--- src/hw/rtl/slfv_pkg.sv ---
package slfv_pkg;

  localparam int MAC_ROWS = 24;
  localparam int HDR_READ = 14;
  localparam int POS_W = 9;
  localparam int IDX_W = 5;

  localparam logic [7:0] SYNC_AA = 8'haa;
  localparam logic [7:0] ID_TYPE = 8'h0b;
  localparam logic [7:0] HB_TYPE = 8'h08;
  localparam logic [7:0] TM_HEAD = 8'h6a;
  localparam logic [7:0] TM_TYPE = 8'h0a;
  localparam logic [7:0] TM_MARK = 8'h11;
  localparam logic [7:0] CM_ALT = 8'h6c;
  localparam logic [31:0] ID_CONST = 32'h1b11127f;
  localparam logic [31:0] HB_CONST = 32'haa55aa55;
  localparam logic [15:0] MULT_RESET = 16'd5762;

  localparam logic [IDX_W-1:0] ID_LEN = 5'd13;
  localparam logic [IDX_W-1:0] TM_LEN = 5'd19;
  localparam logic [IDX_W-1:0] HB_LEN = 5'd11;

  localparam logic [47:0] MAC_TABLE [MAC_ROWS] = '{
    48'h0000b40022ee, 48'h0000b400325e, 48'h0048548af0ca, 48'h0048548af0c9,
    48'h0048548af159, 48'h0048548af1e6, 48'h0048548af3c7, 48'h0080c84359ba,
    48'h0080c84359be, 48'h0000b40022e3, 48'h0000b400323e, 48'h0048548af0c1,
    48'h0048548af0c3, 48'h0048548af150, 48'h0048548af1e7, 48'h0048548af3c4,
    48'h0000b40023ee, 48'h0000b400335e, 48'h0048548af1ca, 48'h0048548af1c9,
    48'h0048548af15a, 48'h0048548af1ed, 48'h0048548af3c8, 48'h0080c84359bc
  };

  typedef enum logic [1:0] {K_IDENT, K_TIME, K_HBEAT, K_COMMON} kind_t;

  typedef enum logic [2:0] {
    ST_OK, ST_CONST, ST_MAC, ST_CSUM, ST_UNAUTH, ST_HEADER, ST_SHORT
  } status_t;

  typedef enum logic [1:0] {BK_IDLE, BK_CALC, BK_EMIT} bk_state_t;

  typedef struct packed {
    kind_t           kind;
    status_t         status;
    logic            has_reply;
    logic [9:0][7:0] hdr;
    logic [15:0]     code;
    logic [5:0]      sec;
    logic [5:0]      minute;
    logic [4:0]      hour;
    logic [4:0]      day;
    logic [7:0]      wk;
    logic [6:0]      year;
  } job_t;

  function automatic logic [7:0] week_pack(logic [3:0] month, logic [4:0] day,
                                           logic [2:0] wd);
    logic [2:0] q;
    logic [4:0] r;
    logic [2:0] wd7;
    logic [2:0] wom;
    q = 3'd0;
    r = day;
    if (day >= 5'd28) begin
      q = 3'd4; r = day - 5'd28;
    end else if (day >= 5'd21) begin
      q = 3'd3; r = day - 5'd21;
    end else if (day >= 5'd14) begin
      q = 3'd2; r = day - 5'd14;
    end else if (day >= 5'd7) begin
      q = 3'd1; r = day - 5'd7;
    end
    wd7 = (wd == 3'd0) ? 3'd7 : wd;
    wom = q + (({2'b00, wd7} < r) ? 3'd1 : 3'd0);
    return {month, 4'h0} + {5'b0, wom};
  endfunction

endpackage

--- src/hw/rtl/sensor_link_frame_validator.sv ---
// flow: a frame's last byte writes a job to the queue; its status word, or after
// BK_CALC its reply bytes, one per cycle unless stalled, leave by the output register
// throughput: one received byte per cycle; the input stalls while two frame jobs wait
// in the queue between the byte front end and the reply sequencer
// reset: synchronous; clears framing, authentication, queue and output valid, and
// sets code_multiplier to 5762
module sensor_link_frame_validator #(
  parameter int MAC_ENTRIES = 24,
  parameter int HEADER_KEEP = 14
) (
  input  logic        clk,
  input  logic        rst,
  input  logic        cfg_wr_en,
  input  logic [15:0] cfg_wr_data,
  input  logic        in_valid,
  output logic        in_stall,
  input  logic        command,
  input  logic [7:0]  rx_byte,
  input  logic [6:0]  now_year,
  input  logic [3:0]  now_month,
  input  logic [4:0]  now_day,
  input  logic [2:0]  now_weekday,
  input  logic [4:0]  now_hour,
  input  logic [5:0]  now_minute,
  input  logic [5:0]  now_second,
  output logic        out_valid,
  input  logic        out_stall,
  output logic [1:0]  frame_kind,
  output logic [2:0]  status,
  output logic [7:0]  reply_byte,
  output logic        reply_valid,
  output logic        last
);
  import slfv_pkg::*;

  logic [15:0] code_multiplier;
  logic        q_full;
  logic        q_empty;
  logic        push;
  logic        pop;
  job_t        wr_job;
  job_t        rd_job;

  assign in_stall = q_full;

  always_ff @(posedge clk) begin
    if (rst) begin
      code_multiplier <= MULT_RESET;
    end else if (cfg_wr_en) begin
      code_multiplier <= cfg_wr_data;
    end
  end

  slfv_front #(
    .MAC_ENTRIES(MAC_ENTRIES),
    .HEADER_KEEP(HEADER_KEEP)
  ) u_front (
    .clk(clk),
    .rst(rst),
    .take(in_valid && !in_stall),
    .command(command),
    .rx_byte(rx_byte),
    .now_year(now_year),
    .now_month(now_month),
    .now_day(now_day),
    .now_weekday(now_weekday),
    .now_hour(now_hour),
    .now_minute(now_minute),
    .now_second(now_second),
    .push(push),
    .job(wr_job)
  );

  slfv_queue u_queue (
    .clk(clk),
    .rst(rst),
    .push(push),
    .wr_job(wr_job),
    .pop(pop),
    .rd_job(rd_job),
    .full(q_full),
    .empty(q_empty)
  );

  slfv_back u_back (
    .clk(clk),
    .rst(rst),
    .code_multiplier(code_multiplier),
    .rd_job(rd_job),
    .empty(q_empty),
    .pop(pop),
    .out_valid(out_valid),
    .out_stall(out_stall),
    .frame_kind(frame_kind),
    .status(status),
    .reply_byte(reply_byte),
    .reply_valid(reply_valid),
    .last(last)
  );

`ifndef SYNTHESIS
  a_reply_ok: assert property (@(posedge clk) disable iff (rst)
    out_valid && reply_valid |-> status == ST_OK)
    else $error("reply word with bad status");
  a_plain_last: assert property (@(posedge clk) disable iff (rst)
    out_valid && !reply_valid |-> last)
    else $error("status word not marked last");
  a_common_noreply: assert property (@(posedge clk) disable iff (rst)
    out_valid && frame_kind == K_COMMON |-> !reply_valid)
    else $error("reply on common frame");
  a_no_overflow: assert property (@(posedge clk) disable iff (rst)
    push |-> !q_full || pop)
    else $error("job queue overflow");
`endif

endmodule

--- src/hw/rtl/slfv_front.sv ---
module slfv_front #(
  parameter int MAC_ENTRIES = 24,
  parameter int HEADER_KEEP = 14
) (
  input  logic          clk,
  input  logic          rst,
  input  logic          take,
  input  logic          command,
  input  logic [7:0]    rx_byte,
  input  logic [6:0]    now_year,
  input  logic [3:0]    now_month,
  input  logic [4:0]    now_day,
  input  logic [2:0]    now_weekday,
  input  logic [4:0]    now_hour,
  input  logic [5:0]    now_minute,
  input  logic [5:0]    now_second,
  output logic          push,
  output slfv_pkg::job_t job
);
  import slfv_pkg::*;

  logic [POS_W-1:0] byte_position;
  logic [POS_W-1:0] frame_total;
  logic [7:0]       running_xor;
  logic [7:0]       first_byte_xor;
  logic             authenticated;
  logic [7:0]       header_bytes [HEADER_KEEP];

  logic [7:0]       hn [HDR_READ];
  logic [POS_W-1:0] ft_eff;
  logic             frame_end;
  logic             mac_hit;
  logic [7:0]       x_all;
  logic [7:0]       x_skip;
  logic             set_auth;

  always_comb begin
    for (int i = 0; i < HDR_READ; i++) begin
      hn[i] = (byte_position == POS_W'(i)) ? rx_byte : header_bytes[i];
    end
  end

  assign ft_eff = (byte_position == POS_W'(1)) ? (POS_W'(rx_byte) + POS_W'(3)) : frame_total;
  assign frame_end = (byte_position != '0) &&
                     ({1'b0, byte_position} + 10'd1 == {1'b0, ft_eff});
  assign x_all = running_xor;
  assign x_skip = running_xor ^ first_byte_xor;

  always_comb begin
    mac_hit = 1'b0;
    for (int i = 0; i < MAC_ROWS; i++) begin
      if (i < MAC_ENTRIES &&
          {hn[6], hn[7], hn[8], hn[9], hn[10], hn[11]} == MAC_TABLE[i]) begin
        mac_hit = 1'b1;
      end
    end
  end

  always_comb begin
    job.kind = K_COMMON;
    job.status = ST_OK;
    job.has_reply = 1'b0;
    set_auth = 1'b0;
    for (int i = 0; i < 10; i++) begin
      job.hdr[i] = hn[i+2];
    end
    job.code = {hn[13], hn[12]};
    job.sec = now_second;
    job.minute = now_minute;
    job.hour = now_hour;
    job.day = now_day;
    job.wk = week_pack(now_month, now_day, now_weekday);
    job.year = now_year;
    priority if (hn[0] == SYNC_AA && hn[1] == ID_TYPE) begin
      job.kind = K_IDENT;
      priority if ({hn[2], hn[3], hn[4], hn[5]} != ID_CONST) begin
        job.status = ST_CONST;
      end else if (!mac_hit) begin
        job.status = ST_MAC;
      end else if (x_all != rx_byte) begin
        job.status = ST_CSUM;
      end else begin
        job.has_reply = 1'b1;
        set_auth = 1'b1;
      end
    end else if (hn[0] == TM_HEAD && hn[1] == TM_TYPE && hn[6] == TM_MARK) begin
      job.kind = K_TIME;
      if (x_skip != rx_byte) begin
        job.status = ST_CSUM;
      end else begin
        job.has_reply = 1'b1;
      end
    end else if (hn[0] == SYNC_AA && hn[1] == HB_TYPE &&
                 {hn[2], hn[3], hn[4], hn[5]} == HB_CONST) begin
      job.kind = K_HBEAT;
      if (x_all != rx_byte) begin
        job.status = ST_CSUM;
      end else begin
        job.has_reply = 1'b1;
      end
    end else begin
      priority if (!authenticated) begin
        job.status = ST_UNAUTH;
      end else if (hn[0] != TM_HEAD && hn[0] != CM_ALT) begin
        job.status = ST_HEADER;
      end else if (frame_total == POS_W'(3)) begin
        job.status = ST_SHORT;
      end else if (x_skip != rx_byte) begin
        job.status = ST_CSUM;
      end
    end
  end

  assign push = take && !command && frame_end;

  always_ff @(posedge clk) begin
    if (take && !command) begin
      for (int i = 0; i < HEADER_KEEP; i++) begin
        if (byte_position == POS_W'(i)) begin
          header_bytes[i] <= rx_byte;
        end
      end
    end
  end

  always_ff @(posedge clk) begin
    if (rst) begin
      byte_position <= '0;
      frame_total <= '0;
      running_xor <= '0;
      first_byte_xor <= '0;
      authenticated <= 1'b0;
    end else if (take) begin
      if (command) begin
        byte_position <= '0;
        frame_total <= '0;
        running_xor <= '0;
        first_byte_xor <= '0;
        authenticated <= 1'b0;
      end else begin
        if (byte_position == '0) begin
          first_byte_xor <= rx_byte;
        end
        if (byte_position == POS_W'(1)) begin
          frame_total <= ft_eff;
        end
        if (frame_end) begin
          byte_position <= '0;
          running_xor <= '0;
          if (set_auth) begin
            authenticated <= 1'b1;
          end
        end else begin
          running_xor <= running_xor ^ rx_byte;
          byte_position <= byte_position + POS_W'(1);
        end
      end
    end
  end

endmodule

--- src/hw/rtl/slfv_queue.sv ---
module slfv_queue (
  input  logic           clk,
  input  logic           rst,
  input  logic           push,
  input  slfv_pkg::job_t wr_job,
  input  logic           pop,
  output slfv_pkg::job_t rd_job,
  output logic           full,
  output logic           empty
);
  import slfv_pkg::*;

  job_t       slots [2];
  logic       wr_ptr;
  logic       rd_ptr;
  logic [1:0] count;

  assign full = (count == 2'd2);
  assign empty = (count == 2'd0);
  assign rd_job = slots[rd_ptr];

  always_ff @(posedge clk) begin
    if (push) begin
      slots[wr_ptr] <= wr_job;
    end
  end

  always_ff @(posedge clk) begin
    if (rst) begin
      wr_ptr <= 1'b0;
      rd_ptr <= 1'b0;
      count <= 2'd0;
    end else begin
      if (push) begin
        wr_ptr <= ~wr_ptr;
      end
      if (pop) begin
        rd_ptr <= ~rd_ptr;
      end
      count <= count + (push ? 2'd1 : 2'd0) - (pop ? 2'd1 : 2'd0);
    end
  end

endmodule

--- src/hw/rtl/slfv_back.sv ---
module slfv_back (
  input  logic           clk,
  input  logic           rst,
  input  logic [15:0]    code_multiplier,
  input  slfv_pkg::job_t rd_job,
  input  logic           empty,
  output logic           pop,
  output logic           out_valid,
  input  logic           out_stall,
  output logic [1:0]     frame_kind,
  output logic [2:0]     status,
  output logic [7:0]     reply_byte,
  output logic           reply_valid,
  output logic           last
);
  import slfv_pkg::*;

  bk_state_t        state, state_next;
  job_t             cur, cur_next;
  logic [31:0]      cal;
  logic [IDX_W-1:0] idx, idx_next;
  logic [7:0]       crc, crc_next;
  logic             out_free;
  logic             load;
  logic [1:0]       kind_d;
  logic [2:0]       status_d;
  logic [7:0]       byte_d;
  logic             rvalid_d;
  logic             last_d;
  logic [IDX_W-1:0] len;
  logic             crc_use;
  logic [7:0]       body;

  assign out_free = !out_valid || !out_stall;

  always_comb begin
    unique case (cur.kind)
      K_IDENT: len = ID_LEN;
      K_TIME:  len = TM_LEN;
      default: len = HB_LEN;
    endcase
    crc_use = (cur.kind == K_TIME) ? (idx != '0) : 1'b1;
    body = 8'h00;
    unique case (cur.kind)
      K_IDENT: begin
        unique case (idx)
          5'd0:    body = 8'h55;
          5'd1:    body = 8'h0a;
          5'd2:    body = 8'h1b;
          5'd3:    body = 8'h11;
          5'd4:    body = 8'h12;
          5'd5:    body = cal[23:16];
          5'd6:    body = cal[15:8];
          5'd7:    body = 8'h7f;
          5'd9:    body = cal[7:0];
          5'd10:   body = cal[31:24];
          default: body = 8'h00;
        endcase
      end
      K_TIME: begin
        unique case (idx)
          5'd0:    body = 8'h66;
          5'd1:    body = 8'h10;
          5'd2:    body = cur.hdr[0];
          5'd3:    body = cur.hdr[1];
          5'd4:    body = cur.hdr[2];
          5'd5:    body = cur.hdr[3];
          5'd6:    body = 8'h14;
          5'd7:    body = cur.hdr[5];
          5'd8:    body = cur.hdr[6];
          5'd9:    body = cur.hdr[7];
          5'd10:   body = cur.hdr[8];
          5'd11:   body = cur.hdr[9];
          5'd12:   body = {2'b00, cur.sec};
          5'd13:   body = {2'b00, cur.minute};
          5'd14:   body = {3'b000, cur.hour};
          5'd15:   body = {3'b000, cur.day};
          5'd16:   body = cur.wk;
          5'd17:   body = {1'b0, cur.year};
          default: body = 8'h00;
        endcase
      end
      K_HBEAT: begin
        unique case (idx)
          5'd0:    body = 8'h55;
          5'd1:    body = 8'h08;
          5'd2:    body = 8'h55;
          5'd3:    body = 8'haa;
          5'd4:    body = 8'h55;
          5'd5:    body = 8'haa;
          5'd6:    body = cur.hdr[4];
          5'd7:    body = cur.hdr[5];
          5'd8:    body = cur.hdr[6];
          5'd9:    body = cur.hdr[7];
          default: body = 8'h00;
        endcase
      end
      default: body = 8'h00;
    endcase
  end

  always_comb begin
    state_next = state;
    cur_next = cur;
    idx_next = idx;
    crc_next = crc;
    pop = 1'b0;
    load = 1'b0;
    kind_d = cur.kind;
    status_d = ST_OK;
    byte_d = 8'h00;
    rvalid_d = 1'b0;
    last_d = 1'b1;
    unique case (state)
      BK_IDLE: begin
        if (!empty && out_free) begin
          pop = 1'b1;
          if (rd_job.has_reply) begin
            cur_next = rd_job;
            state_next = BK_CALC;
          end else begin
            load = 1'b1;
            kind_d = rd_job.kind;
            status_d = rd_job.status;
          end
        end
      end
      BK_CALC: begin
        idx_next = '0;
        crc_next = '0;
        state_next = BK_EMIT;
      end
      BK_EMIT: begin
        if (out_free) begin
          load = 1'b1;
          rvalid_d = 1'b1;
          last_d = (idx == len - IDX_W'(1));
          byte_d = last_d ? crc : body;
          if (crc_use) begin
            crc_next = crc ^ body;
          end
          idx_next = idx + IDX_W'(1);
          if (last_d) begin
            state_next = BK_IDLE;
          end
        end
      end
      default: state_next = BK_IDLE;
    endcase
  end

  always_ff @(posedge clk) begin
    if (rst) begin
      state <= BK_IDLE;
      out_valid <= 1'b0;
    end else begin
      state <= state_next;
      if (load) begin
        out_valid <= 1'b1;
      end else if (!out_stall) begin
        out_valid <= 1'b0;
      end
    end
  end

  always_ff @(posedge clk) begin
    cur <= cur_next;
    idx <= idx_next;
    crc <= crc_next;
    if (state == BK_CALC) begin
      cal <= 32'(code_multiplier * cur.code);
    end
    if (load) begin
      frame_kind <= kind_d;
      status <= status_d;
      reply_byte <= byte_d;
      reply_valid <= rvalid_d;
      last <= last_d;
    end
  end

endmodule

--- config.mk ---
export PLATFORM = sky130hd
export DESIGN_NAME = sensor_link_frame_validator
export DESIGN_NICKNAME = d
export VERILOG_FILES = /design/src/hw/rtl/slfv_pkg.sv /design/src/hw/rtl/sensor_link_frame_validator.sv /design/src/hw/rtl/slfv_front.sv /design/src/hw/rtl/slfv_queue.sv /design/src/hw/rtl/slfv_back.sv
export SDC_FILE = /design/constraint.sdc
export NUM_CORES = 1
export LEC_CHECK = 0
export BUFFER_PORTS_ARGS = -buffer_cell sky130_fd_sc_hd__buf_2
export CAP_MARGIN = 0
export CORE_MARGIN = 2
export CORE_UTILIZATION = 40
export DETAILED_ROUTE_END_ITERATION = 12
export PLACE_DENSITY = 0.55
export SLEW_MARGIN = 25
export SYNTH_ARGS = -nofsm -noshare
export SYNTH_HDL_FRONTEND = slang
export SYNTH_SLANG_ARGS = --single-unit
--- constraint.sdc ---
create_clock -name clk -period 10.55 [get_ports clk]
set_input_delay 1.055 -clock clk [delete_from_list [all_inputs] [get_ports clk]]
set_output_delay 1.055 -clock clk [all_outputs]
set_load 0.01 [all_outputs]
* Word level (Yosys, flattened, before mapping) *
Memories as Yosys holds them, arrays and structs flattened. A register that Yosys moved wholly into a read port is not among the register bits.
Index checks and enable logic that the tools add are counted.

storage, ports and cells
  logic and storage cells = 391
  bits of input ports = 66
  bits in registers = 253
  output and inout port bits = 17
  memories = 2
  RAM bits = 390

operators by class
  bitwise gates (word level) = 7
  magnitude comparators = 5
  muxes and demuxes = 192
  $add $sub $neg = 13
  equal/unequal tests = 80
  reduce and logical (&&, ||, !) cells = 54
  multiply operators = 1

memory list
  memory                depth  width  rd ports  clocked after memory_dff  write ports  RTL line          source
  u_queue.slots         2      139    1         1                         1            slfv_queue.sv:13  job_t slots [2];
  u_front.header_bytes  14     8      14        0                         1            slfv_front.sv:27  logic [7:0] header_bytes [HEADER_KEEP];

operator list
  operator                                                                 count
  48-bit by 39-bit equality test with 1-bit output, second input constant  15
  48-bit by 32-bit equality test with 1-bit output, second input constant  6
  8-bit two-way mux                                                        34
  48-bit by 40-bit equality test with 1-bit output, second input constant  3
  8-bit one-hot mux with 18 select lines                                   1
  1-bit two-way mux                                                        105
  8-bit OR reduction                                                       13
  8-bit one-hot mux with 10 select lines                                   1
  8-bit one-hot mux with 7 select lines                                    1
  9-bit by 4-bit equality test with 1-bit output, second input constant    6
  4-bit two-way mux                                                        13
  9-bit two-way mux                                                        5
  5-bit by 4-bit equality test with 1-bit output, second input constant    8
  9-bit by 3-bit equality test with 1-bit output, second input constant    4
  32-bit equality test, second input constant                              1
  16-bit by 16-bit multiplier with 32-bit output                           1
  32-bit by 29-bit != test with 1-bit output, second input constant        1
  3-bit two-way mux                                                        10
  9-bit by 2-bit equality test with 1-bit output, second input constant    3
  5-bit two-way mux                                                        5
  8-bit by 4-bit equality test with 1-bit output, second input constant    3
  8-bit one-hot mux with 3 select lines                                    1
  8-bit bitwise XOR                                                        3
  5-bit by 3-bit equality test with 1-bit output, second input constant    4
  53 further kinds                                                         105

* Longest topological paths before layout *
  depth in word-level cells = 33
  gate-level depth with buffers = 25
  mapped depth without buffers = 23

* By module *
A second synthesis with hierarchy kept.

unflattened totals
  cell total of the unflattened synthesis = 3,071
  area, all modules = 37,263.2 um^2

by module, submodules not included
  module                       times used  cells each  area each (um^2)
  slfv_back                    1           1,549       16,712.3
  slfv_queue                   1           453         10,278.6
  slfv_front                   1           1,016       9,674.3
  sensor_link_frame_validator  1           53          598.1

* Worst setup path after synthesis *
OpenSTA, ideal clock, no wires.

  path kind = input to register
  start = input out_stall
  end = register u_back.cur[0] (netlist name), enable pin
  slack = -0.704 ns
  setup time = 0.791 ns
  arrival = 10.463 ns
  cell stages on the path = 3
  path buffers = 0
  cells stage by stage = nand2_1 -> o21ai_0 -> nor3_1

between the ends
  word-level cells in the longest chain between the ends = 4

RTL lines
  element                               RTL line                           source
  start, declared                       sensor_link_frame_validator.sv:27  input logic out_stall,
  1-bit zero test                       slfv_back.sv:34                    assign out_free = !out_valid || !out_stall;
  1-bit logical OR                      slfv_back.sv:34
  1-bit logical AND                     slfv_back.sv:116                   if (!empty && out_free) begin
  3-bit AND reduction (no source line)  -
  end signal, assigned                  slfv_back.sv:167                   cur <= cur_next;
  end, declared                         slfv_back.sv:19                    job_t cur, cur_next;

No other way between the ends.
A chain may end at the register's enable or synchronous reset.

* Worst setup path after layout *
  start = register code_multiplier[13]
  end = register u_back.cal[31], data pin

between the ends
  word-level cells in the longest chain between the ends = 1

RTL lines
  element                                         RTL line                           source
  start, declared                                 sensor_link_frame_validator.sv:36  logic [15:0] code_multiplier;
  start signal, assigned                          sensor_link_frame_validator.sv:50  code_multiplier <= cfg_wr_data;
  16-bit by 16-bit multiplier with 32-bit output  slfv_back.sv:171                   cal <= 32'(code_multiplier * cur.code);
  end signal, assigned                            slfv_back.sv:171
  end, declared                                   slfv_back.sv:20                    logic [31:0] cal;

No other way between the ends.

==> metrics.txt <==
vias in the first global route between 20000 and 25000; Crit. Startpoint code_multiplier[13]$_SDFFE_PP0P_; Syn-to-layout area delta 11.2%; post-route cell area 39700 um^2; fin nets ~3300; Routed WL between 90000 and 100000 um; Post-synth top flop edfxtp_1; Ports 83; wire per inst roughly 22 um; Port Buffer Count 82; Max-Cap Viols 0; worst hold path type reg -> reg; clock slew at reported path FFs ~60 ps; Fin. Hold Viols 0; die area 91600 um^2; reg-to-reg endpoint u_back.cal[31]$_DFFE_PP_; commonest non-fill, non-tap cell in the layout edfxtp_1; HPWL Detailed ~63000 um; # diodes 0; initial DRC count about 1700; setup bufs post-CTS 0; most frequent cells in the layout edfxtp_1 (582), nand2_1 (314), inv_1 (268); share of layout cells above drive strength 1 14.6%; largest area contributor in the netlist edfxtp_1; # rows 109; CTS tree done; status completed; sequential share of the synthesized area a little over half; setup slack after layout approximately 3400 ps; post-synth cell types 79; CP arrival 7540 ps; dpl cell area between 30000 and 40000 um^2; ys async rst share 0%; Synth Register Bits between 600 and 700; routed via count roughly 23000; Mapped Cells slightly below 3000; antenna violations before repair 2; clk sinks around 640; number of synthesized flops with an enable pin approximately 580; Max Buffers Root-to-Sink 3; Starting Density 40.4%; total gr overflow 0; average cell area after synthesis 12.4 um^2; crit-path max FO 17; max-slew violations 0; RR Startpoint code_multiplier[13]$_SDFFE_PP0P_; Final setup viols 0; CTS root buf clkbuf_16; DR vias/cell 5.42; antenna-violating nets left 0; fin crit period between 7000 and 8000 ps; Chip Width approximately 300 um; fillcell total 8069; Yosys warnings 0; pin count of the biggest net entering global routing between 100 and 150; RSZ-0062 raised after global routing false; Resized cells post-CTS 0; gr usage total approximately a fifth; Worst Tran Pin Value between 1000 and 1500 ps; R2R cell count 22; Post-route DRC 0; first-pass GRT wire length around 140000 um; endpoint class of the critical path register; Final TNS setup 0 ps; Core Area between 80000 and 90000 um^2; fin crit share between 60 and 70%; Slew headroom between 20% and 30%; router iterations before antenna repair 5; Die Height 303 um; fmax 139 MHz; Crit Path Class reg -> reg; Worst-Skew Late Latency approximately 630 ps; Worst Setup EP u_back.cal[31]$_DFFE_PP_; Worst setup SP type register; clk_skew a little under 60 ps; GP Congestion roughly 0.89; syn nets between 3000 and 4000; Setup WS pre-CTS approximately 3400 ps; post-synthesis instance area 35700 um^2; CTS buffer count between 70 and 80; Area contributors post-synth edfxtp_1 (49%), fa_1 (11%), mux2_2 (6.0%); Worst EP required between 10000 and 15000 ps; # H-tree levels 3; top cell type's share of synthesized area about half; hold buffers post-CTS 0; FF-to-FF setup slack between 3000 and 4000 ps
-- routing by layer --
layer  share of wire, %  vias to the layer above  global-route usage (%)
met1                 47                    11600                    29.3
met4                1.9                        0                    4.90
met3                4.6                      115                    2.69
li1                   -                    10300                       -
met2                 47                      559                    32.1
met5                  0                        -                       0
-- sequential cells by signal, summed over array words and instances, names as in the netlist, named ones only --
name                    flops
u_back.idx                  5
u_back.cur                134
u_front.frame_total         9
u_queue.rd_ptr              1
u_front.header_bytes      112
u_back.reply_byte           8
u_back.status               3
u_queue.slots             276
u_back.out_valid            1
u_queue.wr_ptr              1
u_back.cal                 32
code_multiplier            16
u_front.byte_position       9
u_front.running_xor         8
u_back.last                 1
u_back.state                2
u_back.reply_valid          1
u_front.authenticated       1
u_queue.count               2
u_back.frame_kind           2
u_front.first_byte_xor      8
u_back.crc                  8
-- synth_stat cells, drive strengths merged, types with 59 or more instances --
cell type and number:
dfxtp 59, mux2 191, a22oi 62, inv 268
fa 194, clkbuf 114, a21oi 64, and2 107
nand2 314, nor2 151, ha 130, o21ai 88
edfxtp 582
-- critical path, cell delays in order (launching register included) --
cell	delay (ps)
dfxtp_1	860
nand2_1	170
fa_1	570
inv_1	50
fa_1	520
inv_1	60
fa_1	510
inv_1	60
fa_1	520
inv_1	50
fa_1	470
inv_1	50
fa_1	440
ha_1	390
and3_1	190
a221o_1	340
a2111o_1	440
a21oi_1	340
o21ai_0	240
o31a_1	300
o21a_1	180
nor2_1	120
xnor2_1	80
-- logic make-up after synthesis --
| group | Yosys count | share of synthesized area [%] |
|---|---|---|
| and+or+nand+nor | 822 | 11.4 |
| DFF | 641 | 52.3 |
| buffers and inverters | 405 | 4.36 |
| AOI/OAI and AO/OA | 371 | 7.10 |
| adders and majority gates | 324 | 15.5 |
| muxes | 233 | 7.23 |
| xor gates and xnor gates | 86 | 2.11 |
-- per-stage QoR --
stage	hold slack, ps	util, %	cells
final	498	44.9	4157
after global routing	515	44.9	4157
after CTS	496	44.9	4157
after detailed placement	481	42.2	4026
after global placement	470	42.2	4026
after floorplan	457	-	2882
-- worst min path at each step --
| stage | to | slack [ps] | startpoint | cells past startpoint |
|---|---|---|---|---|
| after floorplan | u_front.authenticated$_SDFFE_PP0P_ | 460 | u_front.authenticated$_SDFFE_PP0P_ | 1 |
| after global placement | u_front.authenticated$_SDFFE_PP0P_ | 470 | u_front.authenticated$_SDFFE_PP0P_ | 1 |
| after detailed placement | u_front.authenticated$_SDFFE_PP0P_ | 480 | u_front.authenticated$_SDFFE_PP0P_ | 1 |
| after CTS | u_front.authenticated$_SDFFE_PP0P_ | 500 | u_front.authenticated$_SDFFE_PP0P_ | 1 |
| after global routing | u_front.authenticated$_SDFFE_PP0P_ | 520 | u_front.authenticated$_SDFFE_PP0P_ | 1 |
| final | u_front.authenticated$_SDFFE_PP0P_ | 500 | u_front.authenticated$_SDFFE_PP0P_ | 1 |
-- cell type report --
type	instances	area, um^2	area share (%)
sequential	641	18700	47.0
clock buffer	94	1950	4.90
clock inverter	37	380	0.959
timing repair buffer	116	694	1.75
tap	1165	1460	3.67
multi-input combinational	1836	15500	39.1
inverter	268	1010	2.54
Power is not shown: default switching activity piles up to over one toggle a cycle in this logic, so the estimate is an artifact.
